## src/design/clamped_haze_scene_recovery_defines.svh

```systemverilog
// Assertion macros shared by the scene recovery block.
// Depends on clk_i and rst_ni being visible where a macro is used.
`ifndef CLAMPED_HAZE_SCENE_RECOVERY_DEFINES_SVH
`define CLAMPED_HAZE_SCENE_RECOVERY_DEFINES_SVH

// Same-cycle implication, disabled during reset
`define CHSR_ASSERT_NOW(lbl, ante, cons, msg) \
  lbl: assert property (@(posedge clk_i) disable iff (!rst_ni) (ante) |-> (cons)) \
    else $error(msg);

// Next-cycle implication, disabled during reset
`define CHSR_ASSERT_NEXT(lbl, ante, cons, msg) \
  lbl: assert property (@(posedge clk_i) disable iff (!rst_ni) (ante) |=> (cons)) \
    else $error(msg);

`endif

```

## src/design/chsr_pkg.sv

```systemverilog
// Package for the clamped haze scene recovery block: register map, widths
// and shared types. No dependencies.
package chsr_pkg;

  // Configuration register width and index width
  localparam int CFG_W     = 13;
  localparam int CFG_IDX_W = 3;

  // Register map
  localparam logic [CFG_IDX_W-1:0] REG_VEIL_CH0      = 3'd0;
  localparam logic [CFG_IDX_W-1:0] REG_VEIL_CH1      = 3'd1;
  localparam logic [CFG_IDX_W-1:0] REG_VEIL_CH2      = 3'd2;
  localparam logic [CFG_IDX_W-1:0] REG_RECOVERY_MODE = 3'd3;
  localparam logic [CFG_IDX_W-1:0] REG_T_MIN         = 3'd4;
  localparam logic [CFG_IDX_W-1:0] REG_T_MAX         = 3'd5;

  // Transmission clamp defaults, in percent of one
  localparam int TMIN_PCT = 10;
  localparam int TMAX_PCT = 95;

  // Number of color lanes
  localparam int NUM_LANES = 3;

  // Per-lane configuration
  typedef struct packed {
    logic [CFG_W-1:0] veil;
    logic             mode;
  } chsr_lane_cfg_t;

endpackage

```

## src/design/chsr_merge.sv

```systemverilog
// Merge stage: gathers the three lane results into one output register
// with its valid/ready handshake. Depends on chsr_pkg.
module chsr_merge
  import chsr_pkg::*;
#(
  parameter int FRAC_BITS = 12
) (
  input  logic                        clk_i,
  input  logic                        rst_ni,
  input  logic                        lane_valid_i,
  input  logic signed [FRAC_BITS+1:0] lane_res_i [NUM_LANES],
  output logic                        lane_ready_o,
  output logic                        out_valid_o,
  input  logic                        out_ready_i,
  output logic signed [FRAC_BITS+1:0] out_ch0_o,
  output logic signed [FRAC_BITS+1:0] out_ch1_o,
  output logic signed [FRAC_BITS+1:0] out_ch2_o
);

  localparam int OUT_W = FRAC_BITS + 2;

  logic                    out_valid_q;
  logic                    out_valid_d;
  logic signed [OUT_W-1:0] ch_q [NUM_LANES];

  // Take a new result when the register is empty or being drained
  assign lane_ready_o = !out_valid_q || out_ready_i;
  assign out_valid_d  = lane_ready_o ? lane_valid_i : out_valid_q;

  always_ff @(posedge clk_i or negedge rst_ni) begin
    if (!rst_ni) begin
      out_valid_q <= 1'b0;
    end else begin
      out_valid_q <= out_valid_d;
    end
  end

  // Hold the payload while the transfer waits
  always_ff @(posedge clk_i) begin
    if (lane_ready_o && lane_valid_i) begin
      ch_q <= lane_res_i;
    end
  end

  assign out_valid_o = out_valid_q;
  assign out_ch0_o   = ch_q[0];
  assign out_ch1_o   = ch_q[1];
  assign out_ch2_o   = ch_q[2];

endmodule

```

## config.mk

```make
export PLATFORM = sky130hd
export DESIGN_NAME = chsr_merge
export DESIGN_NICKNAME = d
export VERILOG_FILES = /design/src/design/clamped_haze_scene_recovery_defines.svh /design/src/design/chsr_pkg.sv /design/src/design/chsr_merge.sv
export SDC_FILE = /design/constraint.sdc
export NUM_CORES = 1
export LEC_CHECK = 0
export ABC_AREA = 0
export ABC_CLOCK_PERIOD_IN_PS = 2400
export BUFFER_PORTS_ARGS = -buffer_cell sky130_fd_sc_hd__buf_2
export CAP_MARGIN = 30
export CORE_ASPECT_RATIO = 1.1
export CORE_MARGIN = 4
export CORE_UTILIZATION = 43
export DETAILED_ROUTE_END_ITERATION = 16
export PLACE_DENSITY = 0.83
export REMOVE_ABC_BUFFERS = 1
export SYNTH_ARGS = -nofsm -noshare
export SYNTH_HDL_FRONTEND = slang
export SYNTH_SLANG_ARGS = --single-unit
export TNS_END_PERCENT = 20
```

## constraint.sdc

```tcl
create_clock -name clk_i -period 2.4 [get_ports clk_i]
set_clock_uncertainty 0.15 [all_clocks]
set_input_delay 0.12 -clock clk_i [delete_from_list [all_inputs] [get_ports clk_i]]
set_output_delay 0.12 -clock clk_i [all_outputs]
set_load 0.05 [all_outputs]
```

==> results.txt <==
- I/O Pins: 90
- For this block, the routed nets add up to 3910 um of wire.
- Reg-to-reg endpoint: out_ch1_o[4]
- Fraction of the yosys area taken by sequential cells: 97.8%
- Clock Path Buffers: 2
- Setup repair after global routing left no endpoint under its margin.
- Slew at the pin closest to its max-slew limit: 0.516 ns
- Required time at the worst-slack endpoint: 2.24 ns
- Achievable frequency: 653 MHz
- Deepest level of the CTS H-tree: 2
- Global routing used 22.3% of the available tracks.
* Kind of critical path: reg -> reg
- Tot Pwr: 1530 uW
* Final hold vios: 0
* Mapped Cells: 46
- Largest area contributor in the netlist: edfxtp_1
- After synthesis, the most frequently instantiated cells are edfxtp_1, and2_4, dfrtp_1, nand2b_1, nand2b_4.
* Antenna-violating nets left: 0
- Clock Sink Count: 43
- Worst Path Buf+Inv: 0
- GRT Residual Overflow: 0
* Worst min-delay path class: in -> reg
* IR Drop Worst-Case VDD: 0.000603 V
- Number of flops mapped to enable cells by yosys: 42
- By instance count, the leading cell after synthesis is edfxtp_1.
- After detailed routing, the number of remaining DRC violations is 0.
- Cells taking the most area after synthesis: edfxtp_1, dfrtp_1, nand2b_4
- After layout, the minimum clock period comes to 1.53 ns.
- Layout overhead on the synthesized area: 76.1%
- Summing all multi-input logic gate instances after layout gives 28.8 sq um.
- Leakage power: 0.000995 uW
- Counting the fill cells in the layout gives 147.
- Chip width: 60.7 um
- The die is 66 um tall.
- In this run the tightest slew margin relative to its limit is 65.6%.
- Critical-path cell with the highest stage delay: and2_4
* Slew Viols, Final: 0
- The initial antenna violation count came to 0.
- In this run, the number of DRC markers left after iteration 0 of detailed routing was 17.
- Grouping stages by cell kind, the critical path spends the most delay in simple AND/OR/NAND/NOR gates.
* Largest incremental delay on the critical path: 0.48 ns
- Data arrival, critical path: 1.37 ns
- Along the worst path, the maximum fanout reaches 42.
- For this block, the via count after detailed routing is 1026.
- TritonCTS built the clock tree.
- Clock insertion delay at the later pin of the skew report: 0.35 ns
- At the end of routability-driven placement, the weighted congestion stood at 0.701.
* Core outline area: 0.00285 sq mm
- Outcome: completed
- Post-Syn Area per Cell: 28.6 sq um
- After clock tree synthesis, the clock-pin slew on the worst setup and hold paths is 0.13 ns.
- Clock tree root driver cell: clkbuf_4
* Reg2reg path depth: 2
* Largest net degree at the start of global routing: 43
* Share of post-route cells with drive strength above 1: 51.9%
- Row generation in the floorplan step produced 20 rows.
- The worst hold path passes through 2 cells.
- Initial DRT Pass Iterations: 4
* Proportion of synthesized flip-flops having asynchronous set or reset: 2.33%
- In the routed layout, each cell is associated on average with a via count of 4.62.
* Number of unique standard cell types used by synthesis: 5
- The synthesized netlist occupies a cell area of 0.00132 sq mm.
* Fin Setup TNS: 0 ns
* Number of buffers added by the clock tree synthesis step: 5
- First-pass GRT wire length: 6020 um
- Number of max-capacitance violations reported: 0
* Routed len/inst: 17.6 um
* Die footprint: 0.00401 sq mm
- STA classifies the critical path startpoint as a flip-flop.
- In the finished design, the share of the clock period the worst path needs comes to 63.8%.
- Flop-to-flop setup slack: 0.87 ns
- The number of global-route vias before repair is 1208.
- Number of setup violations in the final report: 0
- Yosys printed 0 warnings.
* Portion of synthesized cell area occupied by the leading cell type: 95.9%
* Initial Util: 46.1%
* Launch instance of the worst min-delay path: lane_res_i[19]
- Power spread over the standard cell area amounts to 660 mW/mm^2.
- The synthesized design contains 43 register bits.
- STA classifies the critical path endpoint as a flip-flop.
- # diodes: 0
- List of cells traversed by the critical path: nand2b_4 -> and2_4
- In this run the critical register-to-register path is launched from out_valid_o.
* Layout Nets: 234
- IO Port Bufs: 89
- Count of cells resized by post-cts repair: 0
- Across the whole layout, storage elements account for 0.00129 sq mm.
- Main flop type after synthesis: edfxtp_1
- Hold-critical path endpoint: out_ch1_o[5]
[how the worst max path moves through the flow]
stage                 from            end  cells past startpoint
2_1_floorplan  out_valid_o   out_ch0_o[0]                      2
3_3_place_gp   out_valid_o   out_ch1_o[9]                      2
3_5_place_dp   out_valid_o  out_ch1_o[12]                      2
4_1_cts        out_valid_o  out_ch1_o[12]                      2
5_1_grt        out_valid_o   out_ch2_o[6]                      2
6_report       out_valid_o   out_ch1_o[4]                      2
[where the power goes]
group	switching, uW	total [uW]	internal (uW)
Clock	224	337	113
Sequential	13.7	887	874
Combinational	200	304	104
[stage by stage]
step / util (%) / area, sq um / instances / hold slack [ns] / setup slack, ns
global route: 81.2 / 2320 / 222 / 0.310 / 0.805
global placement: 63.2 / 1800 / 168 / -0.255 / 0.956
CTS: 81.2 / 2320 / 222 / 0.300 / 0.877
finish: 81.2 / 2320 / 222 / 0.316 / 0.868
floorplan: - / 1320 / 46 / -0.326 / 0.620
detailed placement: 63.2 / 1800 / 168 / -0.248 / 0.908
[logic make-up after synthesis]
logic type       synth area share, %
and+or+nand+nor                 2.19
DFF                             97.8
[state kept, by name, indices dropped and copies added (netlist names)]
name,count
out_ch0_o,14
out_valid_o,1
out_ch2_o,14
out_ch1_o,14
[final cells by class]
cell class	instances	share of cell area [%]
tap	33	1.78
timing repair buffer	135	39.1
multi-input combinational	3	1.24
sequential	43	55.5
clock buffer	6	1.78
clock inverter	2	0.540
[repair_timing]
item | CTS | global route
hold buffers | 46 | 0
endpoints found under the hold margin | 44 | 0
buffers inserted | 0 | 0
[metal layers]
| metal | vias up | part of all wire, % | global-route usage [%] |
|---|---|---|---|
| met5 | - | 0 | 0 |
| met4 | 0 | 5.1 | 17.6 |
| met3 | 14 | 9.9 | 8.40 |
| met2 | 69 | 51 | 36.0 |
| met1 | 480 | 34 | 22.4 |
| li1 | 463 | - | - |
[layout by cell type (no fill, tap or decap), drive strengths merged]
master       synthesis  layout
buf                  0      89
clkinv               0       1
edfxtp              42      42
dfrtp                1       1
dlygate4sd3          0      46
clkbuf               0       6
and2                 1       1
clkinvlp             0       1
nand2b               2       2
(Power assumes the default switching activity.)
