===== config.mk =====
export PLATFORM = sky130hd
export DESIGN_NAME = chsr_lane
export DESIGN_NICKNAME = d
export VERILOG_FILES = /design/src/design/clamped_haze_scene_recovery_defines.svh /design/src/design/chsr_pkg.sv /design/src/design/chsr_lane.sv
export SDC_FILE = /design/constraint.sdc
export NUM_CORES = 2
export LEC_CHECK = 0
export ABC_AREA = 1
export ABC_CLOCK_PERIOD_IN_PS = 20100
export CORE_MARGIN = 3
export CORE_UTILIZATION = 70
export DETAILED_ROUTE_END_ITERATION = 10
export DONT_BUFFER_PORTS = 1
export HOLD_SLACK_MARGIN = 0.08
export PLACE_DENSITY = 0.87
export SYNTH_ARGS = -nofsm -noshare
export SYNTH_HDL_FRONTEND = slang
export SYNTH_SLANG_ARGS = --single-unit
export TNS_END_PERCENT = 50

===== constraint.sdc =====
create_clock -name clk_i -period 20.1 [get_ports clk_i]
set_clock_uncertainty 0.05 [all_clocks]
set_input_delay 3.015 -clock clk_i [delete_from_list [all_inputs] [get_ports clk_i]]
set_output_delay 3.015 -clock clk_i [all_outputs]
set_load 0.005 [all_outputs]

===== src/design/clamped_haze_scene_recovery_defines.svh =====
// Assertion macros shared by the scene recovery block.
// Depends on clk_i and rst_ni being visible where a macro is used.
`ifndef CLAMPED_HAZE_SCENE_RECOVERY_DEFINES_SVH
`define CLAMPED_HAZE_SCENE_RECOVERY_DEFINES_SVH

// Same-cycle implication, disabled during reset
`define CHSR_ASSERT_NOW(lbl, ante, cons, msg) \
  lbl: assert property (@(posedge clk_i) disable iff (!rst_ni) (ante) |-> (cons)) \
    else $error(msg);

// Next-cycle implication, disabled during reset
`define CHSR_ASSERT_NEXT(lbl, ante, cons, msg) \
  lbl: assert property (@(posedge clk_i) disable iff (!rst_ni) (ante) |=> (cons)) \
    else $error(msg);

`endif


===== src/design/chsr_pkg.sv =====
// Package for the clamped haze scene recovery block: register map, widths
// and shared types. No dependencies.
package chsr_pkg;

  // Configuration register width and index width
  localparam int CFG_W     = 13;
  localparam int CFG_IDX_W = 3;

  // Register map
  localparam logic [CFG_IDX_W-1:0] REG_VEIL_CH0      = 3'd0;
  localparam logic [CFG_IDX_W-1:0] REG_VEIL_CH1      = 3'd1;
  localparam logic [CFG_IDX_W-1:0] REG_VEIL_CH2      = 3'd2;
  localparam logic [CFG_IDX_W-1:0] REG_RECOVERY_MODE = 3'd3;
  localparam logic [CFG_IDX_W-1:0] REG_T_MIN         = 3'd4;
  localparam logic [CFG_IDX_W-1:0] REG_T_MAX         = 3'd5;

  // Transmission clamp defaults, in percent of one
  localparam int TMIN_PCT = 10;
  localparam int TMAX_PCT = 95;

  // Number of color lanes
  localparam int NUM_LANES = 3;

  // Per-lane configuration
  typedef struct packed {
    logic [CFG_W-1:0] veil;
    logic             mode;
  } chsr_lane_cfg_t;

endpackage


===== src/design/chsr_lane.sv =====
// One color lane: sign/magnitude prep, pipelined restoring divider (one
// quotient bit per stage), quotient clamp, offset add and saturation.
// Depends on chsr_pkg.
module chsr_lane
  import chsr_pkg::*;
#(
  parameter int FRAC_BITS = 12
) (
  input  logic                      clk_i,
  input  logic [FRAC_BITS:0]        pix_i,
  input  logic [((FRAC_BITS+1 > CFG_W) ? FRAC_BITS+1 : CFG_W)-1:0] t_i,
  input  chsr_lane_cfg_t            cfg_i,
  input  logic [((FRAC_BITS+1 > CFG_W) ? FRAC_BITS+1 : CFG_W)+FRAC_BITS+2:0] en_i,
  output logic signed [FRAC_BITS+1:0] res_o
);

  localparam int IN_W  = FRAC_BITS + 1;
  localparam int OUT_W = FRAC_BITS + 2;
  localparam int VW    = (IN_W > CFG_W) ? IN_W : CFG_W;
  localparam int QW    = VW + FRAC_BITS;
  localparam int QCW   = VW + 2;
  localparam int OMW   = VW + 2;
  localparam int PW    = CFG_W + 1 + OMW;
  localparam int SW    = PW + 1;
  localparam int ONE   = 1 << FRAC_BITS;
  localparam int FIX   = QW + 1;
  localparam int RES   = QW + 2;

  // Divider pipeline: stage 0 is the load stage, stage i yields quotient bit QW-i
  logic [QW-1:0] num_q [QW+1];
  logic [VW-1:0] rem_q [QW+1];
  logic [VW-1:0] div_q [QW+1];
  logic          neg_q [QW+1];

  logic [VW-1:0] pix_ext;
  logic [VW-1:0] veil_ext;
  logic          neg_d;
  logic [VW-1:0] mag_d;

  // Split the difference into sign and magnitude
  always_comb begin
    pix_ext  = VW'(pix_i);
    veil_ext = VW'(cfg_i.veil);
    neg_d    = pix_ext < veil_ext;
    mag_d    = neg_d ? (veil_ext - pix_ext) : (pix_ext - veil_ext);
  end

  always_ff @(posedge clk_i) begin
    if (en_i[0]) begin
      num_q[0] <= {mag_d, {FRAC_BITS{1'b0}}};
      rem_q[0] <= '0;
      div_q[0] <= t_i;
      neg_q[0] <= neg_d;
    end
  end

  // One restoring step per stage
  for (genvar gi = 1; gi <= QW; gi++) begin : g_div
    logic [VW:0]   trial;
    logic [VW:0]   diff;
    logic          ge;
    logic [VW-1:0] rem_d;

    always_comb begin
      trial = {rem_q[gi-1], num_q[gi-1][QW-1]};
      diff  = trial - {1'b0, div_q[gi-1]};
      ge    = trial >= {1'b0, div_q[gi-1]};
      rem_d = ge ? diff[VW-1:0] : trial[VW-1:0];
    end

    always_ff @(posedge clk_i) begin
      if (en_i[gi]) begin
        num_q[gi] <= {num_q[gi-1][QW-2:0], ge};
        rem_q[gi] <= rem_d;
        div_q[gi] <= div_q[gi-1];
        neg_q[gi] <= neg_q[gi-1];
      end
    end
  end

  // Offset from the veil, refreshed every cycle from the config register
  logic signed [CFG_W:0]  a_s;
  logic signed [OMW-1:0]  om_s;
  logic signed [PW-1:0]   prod;
  logic signed [PW-1:0]   prod_adj;
  logic signed [PW-1:0]   off_d;
  logic signed [PW-1:0]   off_q;

  always_comb begin
    a_s      = $signed({1'b0, cfg_i.veil});
    om_s     = $signed(OMW'(ONE)) - $signed(OMW'(cfg_i.veil));
    prod     = a_s * om_s;
    // Truncate toward zero on the shift
    prod_adj = prod + (prod[PW-1] ? $signed(PW'(ONE - 1)) : $signed(PW'(0)));
    off_d    = cfg_i.mode ? (prod_adj >>> FRAC_BITS) : PW'(a_s);
  end

  always_ff @(posedge clk_i) begin
    off_q <= off_d;
  end

  // Apply the sign and clamp the quotient to [-A, ONE - A]
  logic signed [QW:0]    q_s;
  logic signed [QW:0]    lo_s;
  logic signed [QW:0]    hi_s;
  logic signed [QW:0]    q_lo;
  logic signed [QW:0]    q_hi;
  logic signed [QCW-1:0] q_q;

  always_comb begin
    q_s  = neg_q[QW] ? -$signed({1'b0, num_q[QW]}) : $signed({1'b0, num_q[QW]});
    lo_s = -$signed((QW+1)'(cfg_i.veil));
    hi_s = $signed((QW+1)'(ONE)) - $signed((QW+1)'(cfg_i.veil));
    q_lo = (q_s < lo_s) ? lo_s : q_s;
    q_hi = (q_lo > hi_s) ? hi_s : q_lo;
  end

  always_ff @(posedge clk_i) begin
    if (en_i[FIX]) begin
      q_q <= QCW'(q_hi);
    end
  end

  // Add the offset and saturate to [-ONE, ONE]
  logic signed [SW-1:0]    sum;
  logic signed [SW-1:0]    sat;
  logic signed [OUT_W-1:0] res_q;

  always_comb begin
    sum = SW'(q_q) + SW'(off_q);
    if (sum > $signed(SW'(ONE))) begin
      sat = $signed(SW'(ONE));
    end else if (sum < -$signed(SW'(ONE))) begin
      sat = -$signed(SW'(ONE));
    end else begin
      sat = sum;
    end
  end

  always_ff @(posedge clk_i) begin
    if (en_i[RES]) begin
      res_q <= OUT_W'(sat);
    end
  end

  assign res_o = res_q;

endmodule


==> summary.md <==
* **post-layout utilization of the core** 76.5%
* **number of vias in the routed layout** 43,285
* **synthesis-to-layout area growth** 7.49%
* **flop and latch count out of synthesis** 1,125
* **launch instance of the worst min-delay path** num_q[1][188]
* **run status** finished clean
* **most numerous cell on the critical path** sky130_fd_sc_hd__nand2_1
* **Pwr per Cell Area** 158 mW/mm^2
* **CP Launch Point** cfg_i[2]
* **number of enable-type register cells in the synthesized netlist** 1,108
* **source-to-sink clock delay at the later pin of the worst-skew pair** 710 ps
* **RSZ-0062 raised after global routing** no
* **critical setup path kind** input port to register
* **# hold bufs at CTS** 0
* **Setup Fix Bufs, Post-CTS** 0
* **worst r2r dst** q_q[4]
* **Ys Warns** 0
* **number of cells upsized or downsized after cts** 0
* **HP Class** register to register
* **Vias per Instance** 6.11
* **mean instance size in the synthesized netlist** 10.7 sq um
* **element type at the critical path start** input port
* **crit path max fanout** 28
* **maximum number of pins on one net before global-route repair** 52
* **Cells after DPL** 6,879
* **max-cap violation count** 0
* **cells after synthesis** 5,818
* **Hold EP** num_q[1][214]
* **slowest cell on the critical path** sky130_fd_sc_hd__inv_1
* **most instantiated flip-flop cell in the synthesis netlist** sky130_fd_sc_hd__edfxtp_1
* **final number of hold-violating endpoints** 0
* **worst reg2reg path depth** 38
* **Final Wtd Congestion** 0.982
* **H-tree depth** 3
* **clock tree from TritonCTS** built
* **I/O pin count** 83
* **iteration-0 DRC count of the detailed router** 4,250
* **critical path arrival** 11,790 ps
* **overall die width** 304 um
* **Placement Cell Area** 0.0634 sq mm
* **nature of the critical path endpoint** register
* **period utilisation layout** 56.2%
* **maximum operating frequency** 0.0886 GHz
* **number of cells in the finished layout apart from fillers** 7,085
* **final slew viol count** 0
* **setup TNS after final layout** 0 ps
* **proportion of layout cells with a drive suffix above 1** 4.32%
* **remaining design rule violation count** 0
* **grt ovf** 0
* **core region area** 0.0876 sq mm
* **WL per Instance** 20.1 um
* **antenna violations before repair** 0
* **sequential element share of the synthesized area** 53.9%
* **cell area after synthesis** 0.0623 sq mm
* **worst reg2reg path startpoint** num_q[1][225]
* **number of buffers created by CTS** 109
* **data required time at the worst endpoint** 20,600 ps
* **Core Rows** 108
* **Routed Antenna Nets** 0
* **initial standard-cell utilization of the core** 71.2%
* **number of port buffers** 0
* **reg-to-reg slack, setup** 10,700 ps
* **clock sink count** 1,125
* **final critical delay including setup and external delays** 11,290 ps
* **maximum clock insertion buffer count** 3
* **Max stage delay on crit path** 910 ps
* **reported leakage power** 0.0292 uW
* **FILL cells** 5,106
* **Total GRT Usage** 30.6%
* **die area** 0.0927 sq mm
* **wire length of the first global-routing pass** 228 mm
* **share of flip-flops with an asynchronous set or reset** 0%
* **HPWL after detailed placement** 96.3 mm
* **final standard cell area without fillers** 0.0670 sq mm
* **worst hold path cell count** 0
* **normalized max-slew margin** 21.2%
* **first-pass iteration count of the detailed router** 9
* **final routed wirelength across all metal layers** 142 mm
* **Setup Viol. Count Final** 0
* **Antenna Cells** 0
* **die height** 304 um
* **Synthesized Nets** 6,569
* **measured slew at the worst slew-check pin** 1180 ps
* **via count of the first global-routing pass** 43,481
* **count of unique library cells instantiated by Yosys** 59
* **root cell of the clock tree** sky130_fd_sc_hd__clkbuf_16
* **Total Nets Final** 6,586
* **clock-pin slew on the worst setup and hold paths** 70 ps
* **Max VDD drop** 0.170 mV
==> power by group <==
group / leakage, uW / internal, uW / total (uW) / switching, uW
sequential: 0.0109 / 3240 / 3500 / 256
combinational: 0.0165 / 1800 / 5030 / 3230
clock: 0.00174 / 1150 / 2070 / 918
==> sequential cells by signal, summed over array words and instances, names as in the netlist <==
register,cells
div_q,325
q_q,15
rem_q,312
num_q,416
res_o,14
neg_q,26
off_q,17
==> layout make-up <==
cell class	instances	area, sq um	area share, %
sequential	1125	33600	50.2
multi-input combinational	3703	24900	37.2
inverter	892	3350	5.00
clock buffer	130	2810	4.19
tap	1155	1450	2.16
clock inverter	76	825	1.23
timing repair buffer	4	30.0	0.0448
==> Yosys cell counts, types with 7 or more instances <==
cell type                  number  area share (%)
sky130_fd_sc_hd__edfxtp_1    1108              53
sky130_fd_sc_hd__inv_1        877             5.3
sky130_fd_sc_hd__nand2_1      802             4.8
sky130_fd_sc_hd__nor2_1       640             3.9
sky130_fd_sc_hd__a21oi_1      581             4.7
sky130_fd_sc_hd__ha_1         526              11
sky130_fd_sc_hd__o21ai_0      194             1.6
sky130_fd_sc_hd__nand3_1      166             1.3
sky130_fd_sc_hd__xor2_1       166             2.3
sky130_fd_sc_hd__fa_1         156             5.0
sky130_fd_sc_hd__xnor2_1      126             1.8
sky130_fd_sc_hd__clkbuf_1      53            0.32
sky130_fd_sc_hd__buf_2         34            0.27
sky130_fd_sc_hd__a21o_1        32            0.39
sky130_fd_sc_hd__o21a_1        32            0.39
sky130_fd_sc_hd__a31oi_1       30            0.30
sky130_fd_sc_hd__nor3_1        29            0.23
sky130_fd_sc_hd__nand4_1       24            0.24
sky130_fd_sc_hd__or2_2         19            0.19
sky130_fd_sc_hd__dfxtp_1       17            0.55
sky130_fd_sc_hd__o21bai_1      17            0.20
sky130_fd_sc_hd__a31o_2        16            0.22
sky130_fd_sc_hd__a41oi_1       16            0.22
sky130_fd_sc_hd__nand2_2       12            0.12
sky130_fd_sc_hd__nand3b_1      12            0.14
sky130_fd_sc_hd__nor4_1        11            0.11
sky130_fd_sc_hd__or3_1         11            0.11
sky130_fd_sc_hd__clkinv_1       9           0.054
sky130_fd_sc_hd__buf_1          7           0.042
sky130_fd_sc_hd__o21ai_2        7           0.098
==> how the worst max path moves through the flow <==
stage | slack, ps | to | cells after the start
6_report | 8810 | q_q[4] | 32
5_1_grt | 8490 | q_q[10] | 32
4_1_cts | 9410 | q_q[4] | 32
3_3_place_gp | 8850 | off_q[6] | 35
3_5_place_dp | 8720 | off_q[6] | 35
2_1_floorplan | 9350 | off_q[6] | 40
==> metal layers <==
layer	vias to the layer above	GRT usage, %	share of wire [%]
li1	19767	-	-
met1	20605	37.9	37
met2	2378	53.7	50
met3	535	5.05	7.7
met4	0	12.7	4.5
met5	-	0	0
==> critical path, delay by kind of cell <==
| family | cells | cell delay (ps) |
|---|---|---|
| compound gates | 6 | 1000 |
| simple gates | 15 | 3760 |
| buf+inv | 6 | 2350 |
| fa+ha+maj | 4 | 1480 |
| xor+xnor | 1 | 140 |
==> placed cells by master, fill, tap and decap left out, types with 17 or more instances in the layout <==
master / count
sky130_fd_sc_hd__clkinv_1: 31
sky130_fd_sc_hd__o21a_1: 32
sky130_fd_sc_hd__fa_1: 156
sky130_fd_sc_hd__nor2_1: 640
sky130_fd_sc_hd__or2_2: 19
sky130_fd_sc_hd__inv_1: 877
sky130_fd_sc_hd__xnor2_1: 126
sky130_fd_sc_hd__a21oi_1: 581
sky130_fd_sc_hd__a21o_1: 32
sky130_fd_sc_hd__nand3_1: 166
sky130_fd_sc_hd__clkbuf_1: 21
sky130_fd_sc_hd__ha_1: 526
sky130_fd_sc_hd__a31oi_1: 30
sky130_fd_sc_hd__nand2_1: 802
sky130_fd_sc_hd__clkbuf_16: 109
sky130_fd_sc_hd__clkinv_2: 19
sky130_fd_sc_hd__dfxtp_1: 17
sky130_fd_sc_hd__edfxtp_1: 1108
sky130_fd_sc_hd__o21ai_0: 194
sky130_fd_sc_hd__nand4_1: 24
sky130_fd_sc_hd__nor3_1: 29
sky130_fd_sc_hd__xor2_1: 166
==> logic make-up (layout without fill, tap and decap cells) <==
family | count (synthesis) | in the layout | share of synthesized area (%)
simple gates | 1751 | 1751 | 11.6
flops | 1125 | 1125 | 53.9
buf+inv | 990 | 1102 | 6.08
compound gates | 969 | 969 | 8.62
fa+ha+maj | 682 | 682 | 15.6
xor+xnor | 292 | 292 | 4.10
mux | 9 | 9 | 0.155
==> metrics by stage <==
step / worst slack [ps] / hold WS [ps] / total power (uW)
CTS: 9410 / 346 / 10500
detailed placement: 8720 / 355 / 8310
global route: 8490 / 343 / 11300
finish: 8810 / 340 / 10600
global placement: 8850 / 350 / 8130
floorplan: 9350 / 350 / 7200
No activity file was read; power rests on OpenSTA's default activity.
